==> config.mk <==
export PLATFORM = sky130hd
export DESIGN_NAME = qrs_sqrt_pipe
export DESIGN_NICKNAME = d
export VERILOG_FILES = /design/src/rtl/qrs_sqrt_pipe.sv
export SDC_FILE = /design/constraint.sdc
export NUM_CORES = 2
export LEC_CHECK = 0
export ABC_CLOCK_PERIOD_IN_PS = 3930
export BUFFER_PORTS_ARGS = -buffer_cell sky130_fd_sc_hd__buf_2
export CORE_UTILIZATION = 40
export CTS_BUF_LIST = sky130_fd_sc_hd__clkbuf_8
export DETAILED_ROUTE_END_ITERATION = 16
export PLACE_DENSITY_LB_ADDON = 0.2
export SLEW_MARGIN = 20
export SYNTH_ARGS = -nofsm -noshare
export SYNTH_HDL_FRONTEND = slang
export SYNTH_SLANG_ARGS = --single-unit
==> constraint.sdc <==
create_clock -name clk -period 3.93 [get_ports clk]
set_input_delay 1.179 -clock clk [delete_from_list [all_inputs] [get_ports clk]]
set_output_delay 1.179 -clock clk [all_outputs]
set_load 0.01 [all_outputs]
==> src/rtl/qrs_sqrt_pipe.sv <==
// Pipelined integer square root, one result bit per stage, with side data.
`timescale 1ns / 1ps
module qrs_sqrt_pipe #(
	parameter int P      = 33,
	parameter int SIDE_W = 8
) (
	input  logic              clk,
	input  logic              arst_n,
	input  logic              in_vld,
	input  logic [2*P-1:0]    rad,
	input  logic [SIDE_W-1:0] in_side,
	output logic              out_vld,
	output logic [P-1:0]      root,
	output logic [SIDE_W-1:0] out_side
);
	logic              vld_s  [0:P];
	logic [2*P-1:0]    rad_s  [0:P];
	logic [P+1:0]      rem_s  [0:P];
	logic [P-1:0]      root_s [0:P];
	logic [SIDE_W-1:0] side_s [0:P];

	assign vld_s[0]  = in_vld;
	assign rad_s[0]  = rad;
	assign rem_s[0]  = '0;
	assign root_s[0] = '0;
	assign side_s[0] = in_side;

	for (genvar i = 0; i < P; i++) begin : g_stage
		logic [P+1:0] rem_nx;
		logic [P+1:0] trial;
		logic         ge;
		always_comb begin
			rem_nx = {rem_s[i][P-1:0], rad_s[i][2*P-1 -: 2]};
			trial  = {root_s[i], 2'b01};
			ge     = (rem_nx >= trial);
		end
		always_ff @(posedge clk or negedge arst_n) begin
			if (!arst_n) begin
				vld_s[i+1] <= 1'b0;
			end else begin
				vld_s[i+1] <= vld_s[i];
			end
		end
		always_ff @(posedge clk) begin
			rad_s[i+1]  <= {rad_s[i][2*P-3:0], 2'b00};
			rem_s[i+1]  <= ge ? (rem_nx - trial) : rem_nx;
			root_s[i+1] <= {root_s[i][P-2:0], ge};
			side_s[i+1] <= side_s[i];
		end
	end

	assign out_vld  = vld_s[P];
	assign root     = root_s[P];
	assign out_side = side_s[P];
endmodule

After elaboration in Yosys (flattened, before gate mapping) --
Index checks and enable logic that the tools add are counted.
Word-level totals: flip-flop bits (word level) 2940, output and inout port bits 42, word-level logic and storage cells 261, bits of input ports 77
Operators by class: add/subtract/negate cells 32, mux-type cells 32, $lt $le $gt $ge 33
Operators by type and width (number):
- 33-bit 2-to-1 mux | 31
- 35-bit by 10-bit >= comparator with 1-bit output | 1
- 35-bit by 11-bit >= comparator with 1-bit output | 1
- 35-bit by 12-bit >= comparator with 1-bit output | 1
- 35-bit by 13-bit >= comparator with 1-bit output | 1
- 35-bit by 14-bit >= comparator with 1-bit output | 1
- 35-bit by 15-bit >= comparator with 1-bit output | 1
- 35-bit by 16-bit >= comparator with 1-bit output | 1
- 35-bit by 17-bit >= comparator with 1-bit output | 1
- 35-bit by 18-bit >= comparator with 1-bit output | 1
- 35-bit by 19-bit >= comparator with 1-bit output | 1
- 35-bit by 20-bit >= comparator with 1-bit output | 1
- 35-bit by 21-bit >= comparator with 1-bit output | 1
- 35-bit by 22-bit >= comparator with 1-bit output | 1
- 35-bit by 23-bit >= comparator with 1-bit output | 1
- 35-bit by 24-bit >= comparator with 1-bit output | 1
- 35-bit by 25-bit >= comparator with 1-bit output | 1
- 35-bit by 26-bit >= comparator with 1-bit output | 1
- 35-bit by 27-bit >= comparator with 1-bit output | 1
- 35-bit by 28-bit >= comparator with 1-bit output | 1
- 35-bit by 29-bit >= comparator with 1-bit output | 1
- 35-bit by 3-bit >= comparator with 1-bit output | 1
- 35-bit by 30-bit >= comparator with 1-bit output | 1
- 35-bit by 31-bit >= comparator with 1-bit output | 1
- other kinds (43) | 43

Depth between registers and ports, before layout --
depth after elaboration 2, depth in mapped cells 14, mapped depth without buffers 13

Worst setup path before layout --
No wires, ideal clock.
path type register to register, from register root_s (netlist bit g_stage[31].trial[2]), to register rem_s (netlist bit g_stage[32].rem_nx[10]), library setup time 121 ps, arrival time 3356 ps, cell stages (with the launch flop) 13, data required time 3809 ps, buffers on the path 1, clock period less this slack 3477 ps, path slack 453 ps, path through dfxtp_1 > inv_1 > ha_1 > o21a_1 > o21a_1 > o211ai_1 > a2111o_1 > a21oi_1 > o41ai_1 > o21ai_0 > a41oi_1 > clkbuf_1 > mux2_2
Between the ends: cells in the longest elaborated chain, start to end 2, elaborated cells on any way between the ends 3, those cells by class add/sub (1); order compare (1); mux (1)
Ends and longest elaborated chain:
- from (decl) | RTL line 19 | logic [P-1:0] root_s [0:P];
- from (signal, indexed assignment) | RTL line 47 | root_s[i+1] <= {root_s[i][P-2:0], ge};
- 33-bit subtractor / 35-bit by 33-bit >= comparator with 1-bit output (equally long branches) | RTL line 46, 35
- 33-bit 2-to-1 mux * | RTL line 46 | rem_s[i+1] <= ge ? (rem_nx - trial) : rem_nx;
- to (signal, indexed assignment) | RTL line 46
- to (decl) | RTL line 18 | logic [P+1:0] rem_s [0:P];
Every way passes the cells marked *; elsewhere a longest branch is shown, timed or not. A chain may end at the register's enable or synchronous reset.

Final worst setup path --
from register rem_s (netlist bit g_stage[11].rem_nx[24]), to register rem_s (netlist bit g_stage[12].rem_nx[28])
Between the ends: cells in the longest elaborated chain, start to end 2, elaborated cells on any way between the ends 3, those cells by class add/sub (1); order compare (1); mux (1)
Ends and longest elaborated chain (RTL line):
- 33-bit by 13-bit subtractor with 33-bit output / 35-bit by 13-bit >= comparator with 1-bit output (equally long branches) | 46, 35
- 33-bit 2-to-1 mux * | 46
Marks and branches as above.

==> results.json <==
{
  "internal_power_mw": 55.5,
  "clockBufferDepth": 4,
  "place_inst": 13100,
  "clockPowerShare_pct": 35.7,
  "wl_mm": 222,
  "cap_viol_max_count": 0,
  "yosysUniqueCellTypes": 88,
  "drive_gt1_share_pct": 11.1,
  "routed_via_density": 4.88,
  "die_w_um": 508,
  "timing.slew.headroom_pct": 36.1,
  "vdd_ir_drop_max_mv": 0.338,
  "antenna_found_initial": 5,
  "p_per_area_nw_per_um2": 658,
  "io_buffers": 118,
  "worst_pin_slew_ns": 0.959,
  "wl_per_cell_um": 15.9,
  "first_pass_iters": 6,
  "status": "completed",
  "synth_seq_area_share_pct": 57.2,
  "synth_top_area_share_pct": 56.4,
  "power_mw": 77.5,
  "hold_ws_ns": 0.162,
  "seqPwrFrac_pct": 48.5,
  "overflow": 0,
  "post_dp_cell_area_um2": 107000,
  "dp_slack_ns": 0.241,
  "fp.dieH_um": 508,
  "cts_tree": "built",
  "synth_top_area_cell": "dfxtp_1",
  "cts_max_level": 5,
  "fmax_ghz": 0.268,
  "start_util_pct": 40.3,
  "synthFlopType": "dfxtp_1",
  "endpoint_kind": "register",
  "synth_cells": 9739,
  "required_ns": 4.86,
  "filler_cell_count": 23700,
  "grt_pass1_vias": 68900,
  "hold_path.class": "in -> async",
  "grt_max_degree": 45,
  "slew_viol_final": 0,
  "drtAntennaViolNets": 0,
  "switching_power_mw": 22.0,
  "async_flop_share_pct": 1.13,
  "arrival_ns": 4.65,
  "synthesis.area_um2": 103000,
  "synth_nets": 10400,
  "post-route-drc-count": 0,
  "cts.sinks": 2922,
  "fin_cells": 14000,
  "cp_max_fo": 11,
  "place.gp.congestion": 0.895,
  "ios": 119,
  "finalInstanceArea_um2": 118000,
  "cts_buffers": 462,
  "ys.warnings.count": 0,
  "num_vias": 68200,
  "grt_use_total_pct": 17.0,
  "final_core_util_pct": 46.3,
  "min_period_ns": 3.73,
  "netlist_top_cells_count": "dfxtp_1, inv_1, ha_1, a21oi_1, nand2_1",
  "core_um2": 254000,
  "pwr-share-comb_pct": 15.8,
  "clk-insertion-delay-late_ns": 1.11,
  "crit_type": "reg -> reg",
  "start_kind": "register",
  "fin_crit_sh_pct": 94.8,
  "worst_slack_ns": 0.204,
  "grt_pass1_wl_mm": 356,
  "clk_pin_slew_ns": 0.06,
  "ys_ff_latch": 2922,
  "dp_hpwl_mm": 166,
  "rsz0062_at_grt": "no",
  "p_sw_share_pct": 28.4,
  "dieArea_um2": 258000,
  "fin_setup_tns_ns": 0,
  "synth_edf_count": 0,
  "setup_violations": 0,
  "synthTopCellsByArea": "dfxtp_1, ha_1, xor2_1, xnor2_1, inv_1",
  "syn_area_per_cell_um2": 10.5,
  "nNetsFinal": 10900,
  "dr.first_iter.drc_count": 3447,
  "area_growth_pct": 15.0,
  "hold_violations": 0,
  "cts_root_buffer": "clkbuf_8",
  "post-synth-top-count-cell": "dfxtp_1",
  "skew_ns": 0.0893,
  "leakage_nw": 55.7,
  "rows": 185
}
[sequential cells by signal, summed over array words and instances, names as in the netlist]
signal,flops
out_side,8
root,33
g_stage.trial,528
out_vld,1
vld_s,32
side_s,256
rad_s,992
g_stage.rem_nx,1072
[critical path, stage by stage, from the launching register on]
cell	delay, ns
dfxtp_1	0.34
or4_4	0.54
or4_1	0.45
or4_1	0.53
or3_1	0.47
or4_4	0.46
o21ai_4	0.17
a211o_1	0.37
nor3_1	0.11
xor2_1	0.16
[power by group through the flow]
stage	sequential, mW	clock [mW]	combinational [mW]
6_report	37.6	27.7	12.3
5_1_grt	38.1	30.2	13.7
4_1_cts	37.7	28.8	12.3
3_5_place_dp	38.3	0	12.2
3_3_place_gp	38.3	0	12.1
2_1_floorplan	36.8	0	9.55
[path summary, 6_finish.rpt]
| kind | from | endpoint | slack (ns) | cells after the start |
|---|---|---|---|---|
| setup / recovery | g_stage[11].rem_nx[24] | g_stage[12].rem_nx[28] | 0.20 | 9 |
| hold / removal | arst_n | vld_s[9] | 0.16 | 1 |
| setup reg to reg | g_stage[11].rem_nx[24] | g_stage[12].rem_nx[28] | 0.20 | 9 |
| hold reg to reg | side_s[259] | side_s[251] | 0.29 | 0 |
| max in group asynchronous | arst_n | vld_s[14] | 3.30 | 1 |
| min in group clk | rad[15] | rad_s[2129] | 0.19 | 1 |
[repair_timing]
item                                   in CTS  in global routing
hold buffers                                0                  0
setup buffers                               0                  0
endpoints found under the hold margin       0                  0
gates resized for setup                     0                  1
setup endpoints to repair                   0                 27
[logic make-up after synthesis]
family	Yosys count	share of synthesized area [%]
and+or+nand+nor	2380	11.5
muxes	169	1.83
other	1	0.00366
buffers and inverters	973	3.61
xor gates and xnor gates	806	6.89
adders and majority gates	595	7.26
DFF	2922	57.2
AOI/OAI and AO/OA	1893	11.7
[cells in the final DEF, fill, tap and decap left out, types with 22 or more instances in the layout]
cell type  count
clkinv_2      64
o31ai_1       76
nand4_1       83
nand2_1      560
dfxtp_1     2889
buf_2        118
a211oi_1      52
buf_4         97
ha_1         595
bufinv_16     31
xnor2_1      371
clkbuf_8     593
and2_1        42
o21bai_1      56
a21boi_0      32
a21oi_1      567
or3_1        114
and3_1        58
inv_1        902
nor2_1       556
o211ai_1      46
dfrtp_1       33
mux2_2       149
o21a_1       108
nand2b_1     100
nor2b_1       90
a31oi_1       44
nor3_1       251
nand3_1      187
nand3b_1      22
or2_2         42
or4_1         59
xor2_1       435
a21o_1       218
o21ai_0      458
nor4_1       142
[final cells by class]
cell class | instances | area, um^2 | area share [%]
Clock inverter | 263 | 2250 | 1.91
Clock buffer | 593 | 8160 | 6.92
Timing Repair Buffer | 222 | 1460 | 1.24
Sequential cell | 2922 | 58700 | 49.8
Antenna cell | 6 | 15.0 | 0.0127
Multi-Input combinational cell | 5844 | 40200 | 34.1
Tap cell | 3366 | 4210 | 3.57
Inverter | 770 | 2890 | 2.45
[routing by layer]
layer | routed length [um] | vias to the layer above | track usage, % | part of all wire (%)
li1 | - | 34500 | - | -
met5 | 0 | - | 0 | 0
met3 | 9660 | 462 | 3.03 | 4.4
met4 | 8230 | 0 | 7.18 | 3.7
met1 | 96400 | 31800 | 20.3 | 43
met2 | 108000 | 1454 | 29.7 | 48
(Power assumes the default switching activity.)
